### src/rtl/assert_macros.svh
// Assertion macros for the top module, which checks its own behavior.
`ifndef ASSERT_MACROS_SVH
`define ASSERT_MACROS_SVH

// Same-cycle implication, disabled while reset is asserted.
`define IMP_ASSERT_IMPL(label, clk, rst_n, ante, cons) \
    label: assert property (@(posedge clk) disable iff (!rst_n) (ante) |-> (cons)) \
        else $error("same-cycle implication check failed");

// Next-cycle implication, disabled while reset is asserted.
`define IMP_ASSERT_NEXT(label, clk, rst_n, ante, cons) \
    label: assert property (@(posedge clk) disable iff (!rst_n) (ante) |=> (cons)) \
        else $error("next-cycle implication check failed");

`endif

### src/rtl/imp_pkg.sv
`default_nettype none

package imp_pkg;

    localparam int DATA_W       = 32;
    localparam int MAX_SIZE_DEF = 8;
    localparam int SIZE_W       = 4;
    localparam int EXP_W        = 16;
    localparam int CFG_IDX_W    = 2;
    localparam int CFG_DATA_W   = 16;

    typedef enum logic [CFG_IDX_W-1:0] {
        REG_MATRIX_SIZE = 2'd0,
        REG_EXPONENT    = 2'd1
    } reg_index_t;

    typedef enum logic [1:0] {
        MOVE_NONE   = 2'd0,
        MOVE_INIT   = 2'd1,
        MOVE_COPY_P = 2'd2,
        MOVE_COPY_S = 2'd3
    } move_op_t;

    typedef enum logic {
        MAC_PS = 1'b0,
        MAC_SS = 1'b1
    } mac_mode_t;

    typedef struct packed {
        logic      in_write;
        move_op_t  move_op;
        logic      move_diag;
        logic      mac_valid;
        logic      mac_first;
        logic      mac_last;
        mac_mode_t mac_mode;
        logic      out_load;
        logic      out_last;
    } cmd_t;

endpackage

`default_nettype wire

### src/rtl/imp_ctrl.sv
`default_nettype none

module imp_ctrl #(
    parameter  int MAX_SIZE = imp_pkg::MAX_SIZE_DEF,
    localparam int CELLS    = MAX_SIZE * MAX_SIZE,
    localparam int AW       = (CELLS > 1) ? $clog2(CELLS) : 1
) (
    input  wire logic                              clk,
    input  wire logic                              rst_n,
    input  wire logic                              cfg_valid,
    output logic                                   cfg_ready,
    input  wire logic [imp_pkg::CFG_IDX_W-1:0]     cfg_index,
    input  wire logic [imp_pkg::CFG_DATA_W-1:0]    cfg_data,
    input  wire logic                              in_valid,
    output logic                                   in_ready,
    input  wire logic                              out_busy,
    output imp_pkg::cmd_t                          cmd,
    output logic [AW-1:0]                          load_addr,
    output logic [AW-1:0]                          move_addr,
    output logic [AW-1:0]                          p_rd_addr,
    output logic [AW-1:0]                          s_rd_a_addr,
    output logic [AW-1:0]                          s_rd_b_addr,
    output logic [AW-1:0]                          mac_wr_addr
);

    localparam int LW    = $clog2(CELLS + 1);
    localparam int IW    = (MAX_SIZE > 1) ? $clog2(MAX_SIZE) : 1;
    localparam int SW    = $clog2(MAX_SIZE + 1);
    localparam int MSW   = imp_pkg::SIZE_W;
    localparam int EW    = imp_pkg::EXP_W;

    typedef enum logic [2:0] {
        ST_LOAD,
        ST_INIT,
        ST_CHECK,
        ST_MUL,
        ST_DRAIN,
        ST_COPY,
        ST_OUT_RD,
        ST_OUT_WR
    } state_t;

    state_t             state_reg, state_next;
    logic [LW-1:0]      load_count_reg, load_count_next;
    logic [IW-1:0]      i_reg, i_next;
    logic [IW-1:0]      j_reg, j_next;
    logic [IW-1:0]      t_reg, t_next;
    logic [SW-1:0]      n_reg, n_next;
    logic [EW-1:0]      power_reg, power_next;
    imp_pkg::mac_mode_t mode_reg, mode_next;
    logic               drain_reg, drain_next;
    logic [MSW-1:0]     matrix_size_reg, matrix_size_next;
    logic [EW-1:0]      exponent_reg, exponent_next;

    logic [SW-1:0]      n_cur;
    logic [LW-1:0]      cells_cur;
    logic [IW-1:0]      last_idx;
    logic               i_end;
    logic               j_end;
    logic               t_end;

    function automatic logic [AW-1:0] cell_addr(input logic [IW-1:0] r,
                                                input logic [IW-1:0] c,
                                                input logic [SW-1:0] n);
        cell_addr = AW'(r) * AW'(n) + AW'(c);
    endfunction

    always_comb
    begin
        if (matrix_size_reg == '0)
        begin
            n_cur = SW'(1);
        end
        else if (32'(matrix_size_reg) > MAX_SIZE)
        begin
            n_cur = SW'(MAX_SIZE);
        end
        else
        begin
            n_cur = SW'(matrix_size_reg);
        end
    end

    assign cells_cur = LW'(n_cur) * LW'(n_cur);
    assign last_idx  = IW'(n_reg - SW'(1));
    assign i_end     = (i_reg == last_idx);
    assign j_end     = (j_reg == last_idx);
    assign t_end     = (t_reg == last_idx);
    assign cfg_ready = 1'b1;

    always_comb
    begin
        matrix_size_next = matrix_size_reg;
        exponent_next    = exponent_reg;
        if (cfg_valid)
        begin
            case (cfg_index)
                imp_pkg::REG_MATRIX_SIZE: matrix_size_next = cfg_data[MSW-1:0];
                imp_pkg::REG_EXPONENT:    exponent_next    = cfg_data[EW-1:0];
                default:
                begin
                    matrix_size_next = matrix_size_reg;
                end
            endcase
        end
    end

    always_comb
    begin
        state_next      = state_reg;
        load_count_next = load_count_reg;
        i_next          = i_reg;
        j_next          = j_reg;
        t_next          = t_reg;
        n_next          = n_reg;
        power_next      = power_reg;
        mode_next       = mode_reg;
        drain_next      = drain_reg;

        in_ready        = 1'b0;
        cmd             = '0;
        cmd.move_op     = imp_pkg::MOVE_NONE;
        cmd.mac_mode    = mode_reg;
        load_addr       = load_count_reg[AW-1:0];
        move_addr       = cell_addr(i_reg, j_reg, n_reg);
        p_rd_addr       = cell_addr(i_reg, t_reg, n_reg);
        s_rd_a_addr     = cell_addr(i_reg, t_reg, n_reg);
        s_rd_b_addr     = cell_addr(t_reg, j_reg, n_reg);
        mac_wr_addr     = cell_addr(i_reg, j_reg, n_reg);

        case (state_reg)
            ST_LOAD:
            begin
                in_ready     = 1'b1;
                cmd.in_write = in_valid;
                if (in_valid)
                begin
                    if (load_count_reg + LW'(1) >= cells_cur)
                    begin
                        load_count_next = '0;
                        n_next          = n_cur;
                        power_next      = exponent_reg;
                        i_next          = '0;
                        j_next          = '0;
                        state_next      = ST_INIT;
                    end
                    else
                    begin
                        load_count_next = load_count_reg + LW'(1);
                    end
                end
            end
            ST_INIT, ST_COPY:
            begin
                if (state_reg == ST_INIT)
                begin
                    cmd.move_op   = imp_pkg::MOVE_INIT;
                    cmd.move_diag = (i_reg == j_reg);
                end
                else if (mode_reg == imp_pkg::MAC_PS)
                begin
                    cmd.move_op = imp_pkg::MOVE_COPY_P;
                end
                else
                begin
                    cmd.move_op = imp_pkg::MOVE_COPY_S;
                end
                if (j_end)
                begin
                    j_next = '0;
                    if (i_end)
                    begin
                        i_next     = '0;
                        state_next = ST_CHECK;
                        if (state_reg == ST_COPY && mode_reg == imp_pkg::MAC_PS)
                        begin
                            power_next = {power_reg[EW-1:1], 1'b0};
                        end
                    end
                    else
                    begin
                        i_next = i_reg + IW'(1);
                    end
                end
                else
                begin
                    j_next = j_reg + IW'(1);
                end
            end
            ST_CHECK:
            begin
                i_next = '0;
                j_next = '0;
                t_next = '0;
                if (power_reg == '0)
                begin
                    state_next = ST_OUT_RD;
                end
                else if (power_reg[0])
                begin
                    mode_next  = imp_pkg::MAC_PS;
                    state_next = ST_MUL;
                end
                else
                begin
                    power_next = power_reg >> 1;
                    if ((power_reg >> 1) != '0)
                    begin
                        mode_next  = imp_pkg::MAC_SS;
                        state_next = ST_MUL;
                    end
                end
            end
            ST_MUL:
            begin
                cmd.mac_valid = 1'b1;
                cmd.mac_first = (t_reg == '0);
                cmd.mac_last  = t_end;
                if (t_end)
                begin
                    t_next = '0;
                    if (j_end)
                    begin
                        j_next = '0;
                        if (i_end)
                        begin
                            i_next     = '0;
                            drain_next = 1'b0;
                            state_next = ST_DRAIN;
                        end
                        else
                        begin
                            i_next = i_reg + IW'(1);
                        end
                    end
                    else
                    begin
                        j_next = j_reg + IW'(1);
                    end
                end
                else
                begin
                    t_next = t_reg + IW'(1);
                end
            end
            ST_DRAIN:
            begin
                drain_next = 1'b1;
                if (drain_reg)
                begin
                    state_next = ST_COPY;
                end
            end
            ST_OUT_RD:
            begin
                p_rd_addr = cell_addr(i_reg, j_reg, n_reg);
                if (!out_busy)
                begin
                    state_next = ST_OUT_WR;
                end
            end
            ST_OUT_WR:
            begin
                cmd.out_load = 1'b1;
                cmd.out_last = i_end && j_end;
                if (j_end)
                begin
                    j_next = '0;
                    if (i_end)
                    begin
                        i_next     = '0;
                        state_next = ST_LOAD;
                    end
                    else
                    begin
                        i_next     = i_reg + IW'(1);
                        state_next = ST_OUT_RD;
                    end
                end
                else
                begin
                    j_next     = j_reg + IW'(1);
                    state_next = ST_OUT_RD;
                end
            end
            default:
            begin
                state_next = ST_LOAD;
            end
        endcase
    end

    always_ff @(posedge clk or negedge rst_n)
    begin
        if (!rst_n)
        begin
            state_reg       <= ST_LOAD;
            load_count_reg  <= '0;
            i_reg           <= '0;
            j_reg           <= '0;
            t_reg           <= '0;
            n_reg           <= SW'(1);
            power_reg       <= '0;
            mode_reg        <= imp_pkg::MAC_PS;
            drain_reg       <= 1'b0;
            matrix_size_reg <= MSW'(1);
            exponent_reg    <= EW'(1);
        end
        else
        begin
            state_reg       <= state_next;
            load_count_reg  <= load_count_next;
            i_reg           <= i_next;
            j_reg           <= j_next;
            t_reg           <= t_next;
            n_reg           <= n_next;
            power_reg       <= power_next;
            mode_reg        <= mode_next;
            drain_reg       <= drain_next;
            matrix_size_reg <= matrix_size_next;
            exponent_reg    <= exponent_next;
        end
    end

endmodule

`default_nettype wire

### config.mk
export PLATFORM = sky130hd
export DESIGN_NAME = imp_ctrl
export DESIGN_NICKNAME = d
export VERILOG_FILES = /design/src/rtl/assert_macros.svh /design/src/rtl/imp_pkg.sv /design/src/rtl/imp_ctrl.sv
export SDC_FILE = /design/constraint.sdc
export NUM_CORES = 1
export LEC_CHECK = 0
export ABC_AREA = 1
export BUFFER_PORTS_ARGS = -buffer_cell sky130_fd_sc_hd__clkbuf_2
export CORE_UTILIZATION = 25
export CTS_CLUSTER_DIAMETER = 40
export DETAILED_ROUTE_END_ITERATION = 8
export HOLD_SLACK_MARGIN = 0.08
export PLACE_DENSITY_LB_ADDON = 0.15
export SLEW_MARGIN = 30
export SYNTH_ARGS = -nofsm -noshare
export SYNTH_HDL_FRONTEND = slang
export SYNTH_SLANG_ARGS = --single-unit
### constraint.sdc
create_clock -name clk -period 4.4 [get_ports clk]
set_input_delay 0.88 -clock clk [delete_from_list [all_inputs] [get_ports clk]]
set_output_delay 0.88 -clock clk [all_outputs]
set_load 0.01 [all_outputs]
---- After elaboration in Yosys (flattened, before gate mapping) ----
Index checks and enable logic that the tools add are counted.
operators by class
  divide/modulo/power cells ............... 0
  multipliers ............................. 3
  shift operators ......................... 0
  $lt $le $gt $ge ......................... 2
  muxes and demuxes ....................... 52
  equal/unequal tests ..................... 25
  bitwise logic cells ..................... 3
  add/sub/neg operators ................... 8
  reduce and logical (&&, ||, !) cells .... 26
operators with widths
  cell                                                                    number
  3-bit 2-to-1 mux                                                        24
  16-bit 2-to-1 mux                                                       4
  16-bit one-hot mux with 3 select lines                                  1
  2-bit inequality test (second input constant)                           12
  3-bit one-hot mux with 4 select lines                                   2
  3-bit one-hot mux with 7 select lines                                   1
  6-bit by 3-bit adder with 6-bit output                                  3
  16-bit logical NOT                                                      1
  16-bit nonzero test                                                     1
  3-bit equality test                                                     4
  3-bit equality test (second input constant)                             4
  3-bit by 4-bit multiplier with 6-bit output                             2
  1-bit 2-to-1 mux                                                        12
  10-bit AND reduction                                                    1
  3-bit by 1-bit adder with 3-bit output (second input constant)          3
  4-bit 2-to-1 mux                                                        2
  4-bit AND reduction                                                     2
  2-bit nonzero test                                                      4
  7-bit by 1-bit adder with 7-bit output (second input constant)          1
  7-bit greater-or-equal comparator                                       1
  4-bit by 4-bit multiplier with 7-bit output                             1
  7-bit 2-to-1 mux                                                        1
  7-bit AND reduction                                                     1
  3-bit by 2-bit equality test with 1-bit output (second input constant)  2
  21 further kinds                                                        29
storage, ports and cells
  memories kept ........................... 0
  input port bits ......................... 23
  RAM bits ................................ 0
  bits in registers ....................... 61
  word-level logic and storage cells ...... 131
  bits in read-only memories .............. 0
  output and inout bits ................... 48
  bits in latches ......................... 0

---- Logic depth before layout (Yosys ltp) ----
Gate-level depths: netlist of the first run.
  depth after elaboration ................. 8
  gate-level depth with buffers ........... 18
  gate-level depth less buffers ........... 17

---- Worst setup path after synthesis of the first run ----
No wires, ideal clock.
  kind .................................... reg2out
  start ................................... register n_reg[0]
  end ..................................... output move_addr[5]
  path buffers ............................ 1
  slack ................................... 777 ps
  required time ........................... 3520 ps
  stages on the path, launching flop included .. 13
  arrival time ............................ 2743 ps
  cell sequence ........................... dfstp_2 > nand2_1 > fa_1 > inv_1 > ha_1 > ha_1 > nand3_1 > nand3_1 > nand2_1 > nor2_1 > or2_2 > and2_1 > buf_4
on the way
  longest elaborated chain between the ends .. 2
ends and longest elaborated chain
  what                                         RTL line         text
  start: declaration                           imp_ctrl.sv:48   logic [SW-1:0] n_reg, n_next;
  start signal: assignment                     imp_ctrl.sv:316  n_reg <= n_next;
  3-bit by 4-bit multiplier with 6-bit output  n/a
  6-bit by 3-bit adder with 6-bit output       n/a
  end: declaration                             imp_ctrl.sv:19   output logic [AW-1:0] move_addr,
Every way passes these cells.

---- Worst setup path after layout of the first run ----
  start ................................... register n_reg[0]
  end ..................................... output mac_wr_addr[5]
on the way
  longest elaborated chain between the ends .. 2
ends and longest elaborated chain
  what                                         RTL line        text
  3-bit by 4-bit multiplier with 6-bit output  imp_ctrl.sv:65  cell_addr = AW'(r) * AW'(n) + AW'(c);
  6-bit by 3-bit adder with 6-bit output       imp_ctrl.sv:65
  end: declaration                             imp_ctrl.sv:23  output logic [AW-1:0] mac_wr_addr
Every way passes these cells.

==> flow_summary.toml, run 1 <==
[final_layout]
fin_nets = 749
layout.cells.non_filler = 913
final_area_sq_um = 5440
seqCellArea_sq_um = 1530
multiInputGateArea_sq_um = 2590
fillers = 1969
drive_above_1_share = 0.178
antenna_cells = 0
area_delta_synth_final_pct = 15.7

[synth]
synth_area_leaders = "dfrtp_1 (31%), nand2_1 (12%), ha_1 (10%), inv_1 (7.4%), nand3_1 (4.4%)"
ys.flop_type = "dfrtp_1"
syn_inst = 624
synth-seq-cells = 61
async_flop_share = 1.00
synth_top_area_share = 0.309
avgSynthCellArea_sq_um = 7.53
ys_warn_count = 0
seq_area_frac_synth = 0.326
synth_cell_type_count = 42
synth_area_leader_cell = "dfrtp_1"
synth_area_sq_um = 4700
synth_edf_count = 0

[worst_setup_path]
crit_chain = "nand2_1 -> fa_1 -> inv_1 -> ha_1 -> inv_1 -> fa_1 -> xor2_1 -> nor2_1 -> or2_2 -> and2_1 -> clkbuf_2"
crit_fanout = 8
critPathKind = "reg2out"
crit_buf_inv = 3
crit_arrival_ns = 3.18
endpoint_kind = "output pin"
slowest_delay_ns = 0.60
crit_slowest_cell = "dfstp_2"
cp_data_required_time_ns = 3.52
cp-start-kind = "register"
crit_family = "adder cells"

[timing]
post-route-min-period_ns = 4.06
hold_viol_final = 0
tns_ns = 0
setup_viol = 0
slew_headroom = 0.475
rsz0062_at_grt = "no"
post-route-worst-setup-slack_ns = 0.343
fin_skew_ns = 0.00706
worstMarginPinSlew_ns = 0.788
post-route-period-util = 0.922
fmax_mhz = 246
slew_violations = 0

[run]
cap_violations = 0

[cts]
cts_hold_buf = 0
cts_sinks = 61
cts_resized = 0
clock-root-buffer = "clkbuf_16"
cts_buffers = 9
htreeDepth = 3
cts_tree = "built"
post_cts_buffers = 0
clock_latency_ns = 0.33
clockBufferDepth = 2
clkSlewWorstSetupHoldPaths_ns = 0.05

[power]
finalPower_mw = 3.36
leakagePower_nw = 3.06
ir_drop_mv = 0.221
switching_share = 0.477
p_clk_frac = 0.198
power_density_nw_per_um2 = 618
seqPwrFrac = 0.282
p_comb_frac = 0.520
p_sw_mw = 1.60
internal_power_mw = 1.76

[drt]
viasPerCell = 4.37
final_antenna_net_count = 0
wl_per_cell_um = 12.6
via_count = 3991
dr.pass1.iters = 6
drc = 8
wirelength_mm = 11.5
dr.first_iter.drc_count = 175

[global_routing]
grt_max_degree = 30
track_usage = 0.127
antenna_found_initial = 0
first_global_vias = 3985
overflow = 0
grt_pass1_wl_mm = 19.7

[die]
die_w_um = 139
dieArea_sq_um = 19300
initial_utilization = 0.258
fp.coreArea_sq_um = 18200
die_y_um = 139
row_count = 49
ios = 71

[place]
gp_congestion = 0.817
dp.cells = 897
postPlaceCellArea_sq_um = 5160
dp_hpwl_mm = 9.09
dp_slack_ns = 0.672
numPortBuffers = 69

[outcome]
violations = "design-rule violations"
outcome = "complete, but fails checks"

[hold_path]
hp-class = "reg2reg"
final timing paths:
check | start | end | slack [ns] | depth (start not counted)
worst max-delay path | n_reg[0]$_DFFE_PN1P_ | mac_wr_addr[5] | 0.34 | 11
worst min-delay path | exponent_reg[1]$_DFFE_PN0P_ | exponent_reg[1]$_DFFE_PN0P_ | 0.50 | 2
worst max register to register | matrix_size_reg[2]$_DFFE_PN0P_ | power_reg[12]$_DFFE_PN0P_ | 1.39 | 16
worst min register to register | exponent_reg[1]$_DFFE_PN0P_ | exponent_reg[1]$_DFFE_PN0P_ | 0.50 | 2
max in group asynchronous | rst_n | n_reg[0]$_DFFE_PN1P_ | 2.99 | 2
min in group asynchronous | rst_n | load_count_reg[4]$_DFFE_PN0P_ | 0.63 | 1
power by group through the flow:
stage                     combinational (mW)  sequential, mW  clock (mW)
after global routing                    2.01           0.985       0.709
after CTS                               1.78           0.952       0.689
after global placement                  1.76           0.955           0
final                                   1.75           0.949       0.665
after detailed placement                1.77           0.962           0
after floorplan                         1.41           0.871           0
layout make-up:
type,instances,share of cell area
clock buffer,12,0.0453
timing repair buffer,72,0.0684
multi-input combinational,435,0.476
sequential,61,0.281
tap,229,0.0527
inverter,100,0.0700
clock inverter,4,0.00598
routing by layer:
layer	global-route usage	part of all wire	vias to the layer above
met2	0.214	0.47	82
met3	0.0238	0.038	18
met5	0	0	-
met1	0.159	0.47	1821
met4	0.0509	0.021	0
li1	-	-	2070
kinds of logic after synthesis:
family / synth area share
other: 0.00160
xor gates and xnor gates: 0.0573
buffers and inverters: 0.124
adders and majority gates: 0.140
and+or+nand+nor: 0.254
AOI/OAI and AO/OA: 0.0951
muxes: 0.00240
DFF: 0.326
worst register-to-register path, delay by kind of cell (launching register included):
family / cells / cell delay, ns
xor gates and xnor gates: 1 / 0.15
DFF: 1 / 0.39
buffers and inverters: 2 / 0.20
AOI/OAI and AO/OA: 2 / 0.24
and+or+nand+nor: 9 / 1.32
adders and majority gates: 2 / 0.61
Yosys cell counts, drive strengths merged, types with 4 or more instances:
library cell  instances
nor3                  7
nand2               157
buf                  25
nand3                42
nor2                 58
o22ai                13
inv                 100
dfrtp                58
xor2                 19
fa                    9
a21oi                22
ha                   38
clkbuf                4
xnor2                10
o21ai                43
through the flow:
step	util	hold WS, ns
6_report	0.299	0.496
5_1_grt	0.299	0.521
4_1_cts	0.299	0.503
3_5_place_dp	0.283	0.488
3_3_place_gp	0.283	0.472
2_1_floorplan	-	0.453
cell usage in the layout, fill, tap and decap left out, types with 13 or more instances in the layout:
cell type,count
nor2_1,50
clkbuf_2,69
o22ai_1,13
dfrtp_1,58
nand3_1,41
nand2_1,146
ha_1,38
a21oi_1,21
inv_1,93
xor2_1,18
o21ai_0,37
No activity file was read; power rests on OpenSTA's default activity.
==> inputs of run 2 (changes only) <==
--- a/config.mk
+++ b/config.mk
@@ -7,11 +7,13 @@
 export LEC_CHECK = 0
 export ABC_AREA = 1
 export BUFFER_PORTS_ARGS = -buffer_cell sky130_fd_sc_hd__clkbuf_2
+export CORE_MARGIN = 5
 export CORE_UTILIZATION = 25
 export CTS_CLUSTER_DIAMETER = 40
 export DETAILED_ROUTE_END_ITERATION = 8
 export HOLD_SLACK_MARGIN = 0.08
 export PLACE_DENSITY_LB_ADDON = 0.15
+export RECOVER_POWER = 100
 export SLEW_MARGIN = 30
 export SYNTH_ARGS = -nofsm -noshare
 export SYNTH_HDL_FRONTEND = slang
==> run 2 against run 1 <==
Net effect: the flow now finishes without violations; first-iteration DRC count decreased by 25%; critical path depth unchanged; sequential cell count unchanged; final area decreased by 0.25%; combinational power decreased by 5%; utilization decreased by 0.67 points; total power increased by 3.9%; hold slack got worse by 0.0067 ns; count of clock-buffer cells in the layout decreased by 3; final cell count increased by 0.44%; clock power increased by 33%; critical path type unchanged; critical endpoint is now move_addr[5].
==> flow_summary.toml, run 2 (synthesis results as in run 1) <==
[outcome]
outcome = "finished clean"

[die]
initial_utilization = 0.253
fp.coreArea_sq_um = 18600
dieArea_sq_um = 21600
die_y_um = 147
ios = 71
die_w_um = 147
row_count = 50

[hold_path]
worstHoldPathCells = 2
hp-start = "exponent_reg[0]$_DFFE_PN1P_"
whs_endpoint = "exponent_reg[0]$_DFFE_PN1P_"
hp-class = "reg2reg"

[final_layout]
utilization = 0.292
multiInputGateArea_sq_um = 2550
final_cell_mix = "nand2_1 (149), inv_1 (94), dfrtp_1 (58)"
fin_nets = 748
drive_above_1_share = 0.0981
seqCellArea_sq_um = 1530
mostFrequentLayoutCell = "nand2_1"
fillers = 2063
antenna_cells = 0
area_delta_synth_final_pct = 15.5

[power]
internal_power_mw = 1.91
p_sw_mw = 1.58
switching_share = 0.452
leakagePower_nw = 2.95
seqPwrFrac = 0.270
power_density_nw_per_um2 = 644
p_clk_frac = 0.253
p_comb_frac = 0.477
ir_drop_mv = 0.196

[cts]
cts_tree = "built"
post_cts_buffers = 0
cts_hold_buf = 0
clkSlewWorstSetupHoldPaths_ns = 0.06
clockBufferDepth = 2
cts_sinks = 61
clock-root-buffer = "clkbuf_16"
cts_buffers = 9
htreeDepth = 3
clock_latency_ns = 0.33
cts_resized = 0

[timing]
hold_viol_final = 0
post-route-period-util = 0.933
fin_skew_ns = 0.00681
worstMarginPinSlew_ns = 1.23
tns_ns = 0
post-route-min-period_ns = 4.11
slew_headroom = 0.182
rsz0062_at_grt = "no"
fmax_mhz = 244
slew_violations = 0
setup_viol = 0

[global_routing]
antenna_found_initial = 0
overflow = 0
grt_pass1_wl_mm = 19.9
track_usage = 0.112
grt_max_degree = 43
first_global_vias = 4057

[drt]
via_count = 3990
wirelength_mm = 11.7
viasPerCell = 4.35
drc = 0
final_antenna_net_count = 0
dr.pass1.iters = 4
dr.first_iter.drc_count = 132
wl_per_cell_um = 12.8

[place]
gp_congestion = 0.818
numPortBuffers = 69
dp_hpwl_mm = 9.27

[worst_setup_path]
crit_arrival_ns = 3.23
rrSetupSlack_ns = 0.97
critPathKind = "reg2out"
cp_data_required_time_ns = 3.52
crit_fanout = 8
reg2reg_depth = 15
cp-start-kind = "register"
r2r_end = "power_reg[11]$_DFFE_PN0P_"
endpoint_kind = "output pin"
rr_startpoint = "matrix_size_reg[2]$_DFFE_PN0P_"

[run]
cap_violations = 0
## run 2: changes by cell type in the layout (fill, tap and decap cells not counted), moves of 2 or more
| cell | delta |
|---|---|
| clkbuf_1 | +43 |
| nand2_1 | +3 |
| o21ai_1 | -5 |
| nand2_2 | -2 |
| buf_4 | -2 |
| bufinv_16 | +4 |
| nor2_1 | +5 |
| nor2_4 | -2 |
| inv_2 | -2 |
| o21ai_0 | +5 |
| clkbuf_2 | -43 |
| nor2_2 | -3 |
| clkinvlp_4 | -2 |
## run 2: how the worst max path moves through the flow
| stage | start | endpoint | slack, ns | cells past startpoint |
|---|---|---|---|---|
| after floorplan | n_reg[0]$_DFFE_PN1P_ | move_addr[5] | 0.78 | 12 |
| after global placement | n_reg[0]$_DFFE_PN1P_ | move_addr[5] | 0.70 | 11 |
| after detailed placement | n_reg[0]$_DFFE_PN1P_ | move_addr[5] | 0.64 | 11 |
| after CTS | n_reg[0]$_DFFE_PN1P_ | move_addr[5] | 0.27 | 11 |
| after global routing | n_reg[0]$_DFFE_PN1P_ | s_rd_b_addr[5] | 0.09 | 10 |
| final | n_reg[0]$_DFFE_PN1P_ | move_addr[5] | 0.29 | 11 |
## run 2: metal layers
layer  vias to the layer above  track usage  part of all wire
met5                         -            0                 0
met4                         0       0.0349            0.0090
met3                         7       0.0225             0.038
met2                        70        0.196              0.48
met1                      1855        0.139              0.47
li1                       2058            -                 -
## run 2: through the flow
step | total power [mW] | area [sq um] | hold slack [ns] | setup slack [ns] | instances
after floorplan | 2.28 | 4700 | 0.453 | 0.777 | 625
after global placement | 2.73 | 5140 | 0.469 | 0.704 | 900
after detailed placement | 2.75 | 5160 | 0.477 | 0.643 | 901
after CTS | 3.66 | 5530 | 0.490 | 0.269 | 917
after global routing | 3.85 | 5420 | 0.525 | 0.0907 | 917
final | 3.49 | 5420 | 0.489 | 0.294 | 917
## run 2: final cells by class
class	instances	share of cell area
Multi-Input combinational cell	435	0.470
Tap cell	234	0.0540
Inverter	100	0.0701
Clock inverter	7	0.0270
Clock buffer	9	0.0415
Timing Repair Buffer	71	0.0551
Sequential cell	61	0.282
## run 2: critical path, stage by stage (launching register included)
cell	delay [ns]
dfstp_2	0.60
nand2_1	0.09
fa_1	0.47
inv_1	0.06
ha_1	0.17
inv_1	0.06
fa_1	0.38
xor2_1	0.35
nor2_1	0.12
or2_2	0.32
and2_1	0.15
clkbuf_1	0.13
## run 2: power by group through the flow
stage / sequential [mW] / combinational [mW] / clock, mW
2_1_floorplan: 0.871 / 1.41 / 0
3_3_place_gp: 0.956 / 1.77 / 0
3_5_place_dp: 0.962 / 1.78 / 0
4_1_cts: 0.953 / 1.80 / 0.908
5_1_grt: 0.978 / 1.95 / 0.930
6_report: 0.942 / 1.67 / 0.884
==> inputs of run 3 (changes only) <==
--- a/config.mk
+++ b/config.mk
@@ -7,6 +7,8 @@
 export LEC_CHECK = 0
 export ABC_AREA = 1
 export BUFFER_PORTS_ARGS = -buffer_cell sky130_fd_sc_hd__clkbuf_2
+export CELL_PAD_IN_SITES_DETAIL_PLACEMENT = 1
+export CELL_PAD_IN_SITES_GLOBAL_PLACEMENT = 1
 export CORE_MARGIN = 5
 export CORE_UTILIZATION = 25
 export CTS_CLUSTER_DIAMETER = 40
==> run 3 against run 2 <==
Net effect: the flow now finishes with violations (max-capacitance violations, max-slew violations); sequential power grew 0.4%; combinational power hardly changed; maximum frequency shrank 0.32%; total power is 0.20% lower; worst setup slack got worse by 0.013 ns; clock skew is 0.0020 ns higher; die area did not move; count of clock-buffer cells in the layout stayed put; critical path type unchanged; largest power group unchanged; highest routed layer unchanged.
==> flow_summary.toml, run 3 (synthesis results as in run 1) <==
[timing]
slew_headroom = -0.0824
slew_violations = 62
rsz0062_at_grt = "no"
tns_ns = 0
fmax_mhz = 243
post-route-min-period_ns = 4.12
post-route-period-util = 0.936
setup_viol = 0
worstMarginPinSlew_ns = 1.62
fin_skew_ns = 0.00884
hold_viol_final = 0

[cts]
clkSlewWorstSetupHoldPaths_ns = 0.06
clockBufferDepth = 2
cts_resized = 0
cts_buffers = 9
cts_hold_buf = 0
cts_tree = "built"
clock-root-buffer = "clkbuf_16"
htreeDepth = 3
post_cts_buffers = 0
cts_sinks = 61
clock_latency_ns = 0.33

[hold_path]
hp-class = "reg2reg"

[power]
leakagePower_nw = 2.94
switching_share = 0.468
finalPower_mw = 3.48
internal_power_mw = 1.85
power_density_nw_per_um2 = 645
seqPwrFrac = 0.272
p_clk_frac = 0.240
p_comb_frac = 0.489
p_sw_mw = 1.63
ir_drop_mv = 0.204

[worst_setup_path]
crit_slowest_cell = "dfstp_2"
critPathKind = "reg2out"
slowest_delay_ns = 0.61
crit_fanout = 8
crit_arrival_ns = 3.24
crit_buf_inv = 3
endpoint_kind = "output pin"
cp-start-kind = "register"
cp_data_required_time_ns = 3.52
crit_chain = "nand2_1 -> fa_1 -> inv_1 -> ha_1 -> inv_1 -> fa_1 -> xor2_1 -> nor2_1 -> or2_2 -> and2_0 -> clkbuf_1"
crit_family = "adder cells"

[die]
die_w_um = 147
dieArea_sq_um = 21600
ios = 71
die_y_um = 147
initial_utilization = 0.253
fp.coreArea_sq_um = 18600
row_count = 50

[run]
cap_violations = 1

[final_layout]
seqCellArea_sq_um = 1530
fillers = 2319
mostFrequentLayoutCell = "nand2_1"
antenna_cells = 0
final_area_sq_um = 5400
utilization = 0.291
drive_above_1_share = 0.102
fin_nets = 748
final_cell_mix = "nand2_1 (149), inv_1 (94), dfrtp_1 (58)"
multiInputGateArea_sq_um = 2550
area_delta_synth_final_pct = 15.0

[place]
gp_congestion = 0.792
dp_hpwl_mm = 10.3
numPortBuffers = 69
postPlaceCellArea_sq_um = 5160

[outcome]
violations = "max-capacitance violations, max-slew violations"
outcome = "complete, but fails checks"

[global_routing]
overflow = 0
grt_max_degree = 62
antenna_found_initial = 0
first_global_vias = 4362
track_usage = 0.122
grt_pass1_wl_mm = 21.6

[drt]
drc = 0
final_antenna_net_count = 0
dr.first_iter.drc_count = 121
wl_per_cell_um = 14.1
wirelength_mm = 12.9
dr.pass1.iters = 4
viasPerCell = 4.45
via_count = 4083
[run 3: changes by cell type in the layout (fill, tap and decap cells not counted)]
cell	change
clkinv_4	+1
inv_2	+1
bufinv_16	-1
clkbuf_2	+2
and2_1	-1
and2_0	+1
clkbuf_1	-2
inv_6	-1
clkinv_1	-1
clkinvlp_4	+1
[run 3: tightest hold or removal path, stage by stage, from the launching register on]
cell and delay [ns]:
dfrtp_1 0.34, nand2_1 0.05, o21ai_0 0.06
[run 3: routing by layer]
layer,part of all wire,up-vias,routed length (um),global-route usage
met1,0.46,1953,5910,0.147
li1,-,2059,-,-
met3,0.031,13,401,0.0219
met4,0.013,0,163,0.0326
met5,0,-,0,0
met2,0.50,58,6480,0.224
[run 3: power by group through the flow]
| stage | sequential [mW] | combinational, mW | clock (mW) |
|---|---|---|---|
| floorplan | 0.871 | 1.41 | 0 |
| global placement | 0.960 | 1.78 | 0 |
| detailed placement | 0.967 | 1.82 | 0 |
| CTS | 0.958 | 1.83 | 0.858 |
| global route | 0.981 | 1.95 | 0.887 |
| finish | 0.946 | 1.70 | 0.836 |
[run 3: final cells by class]
class                   count  share of cell area
well taps                 234              0.0542
clock buffers               9              0.0417
multi-input cells         435               0.472
clock inverters             7              0.0229
inverters                 100              0.0704
repair buffers             71              0.0558
flip-flops and latches     61               0.283
[run 3: through the flow]
step / hold slack (ns) / std cells / setup slack, ns
3_3_place_gp: 0.476 / 900 / 0.678
2_1_floorplan: 0.453 / 625 / 0.777
6_report: 0.486 / 917 / 0.281
5_1_grt: 0.532 / 917 / 0.0804
4_1_cts: 0.492 / 917 / 0.239
3_5_place_dp: 0.478 / 901 / 0.610
[run 3: path summary, 6_finish.rpt]
path                                                start                        endpoint  slack (ns)  depth (start not counted)
max                                  n_reg[0]$_DFFE_PN1P_                  mac_wr_addr[5]        0.28                         11
min                        matrix_size_reg[2]$_DFFE_PN0P_  matrix_size_reg[2]$_DFFE_PN0P_        0.49                          2
max reg2reg                matrix_size_reg[2]$_DFFE_PN0P_        power_reg[4]$_DFFE_PN0P_        0.90                         16
min reg2reg                matrix_size_reg[2]$_DFFE_PN0P_  matrix_size_reg[2]$_DFFE_PN0P_        0.49                          2
max in group asynchronous                           rst_n            n_reg[1]$_DFFE_PN0P_        2.38                          2
min in group asynchronous                           rst_n     exponent_reg[8]$_DFFE_PN0P_        1.05                          2
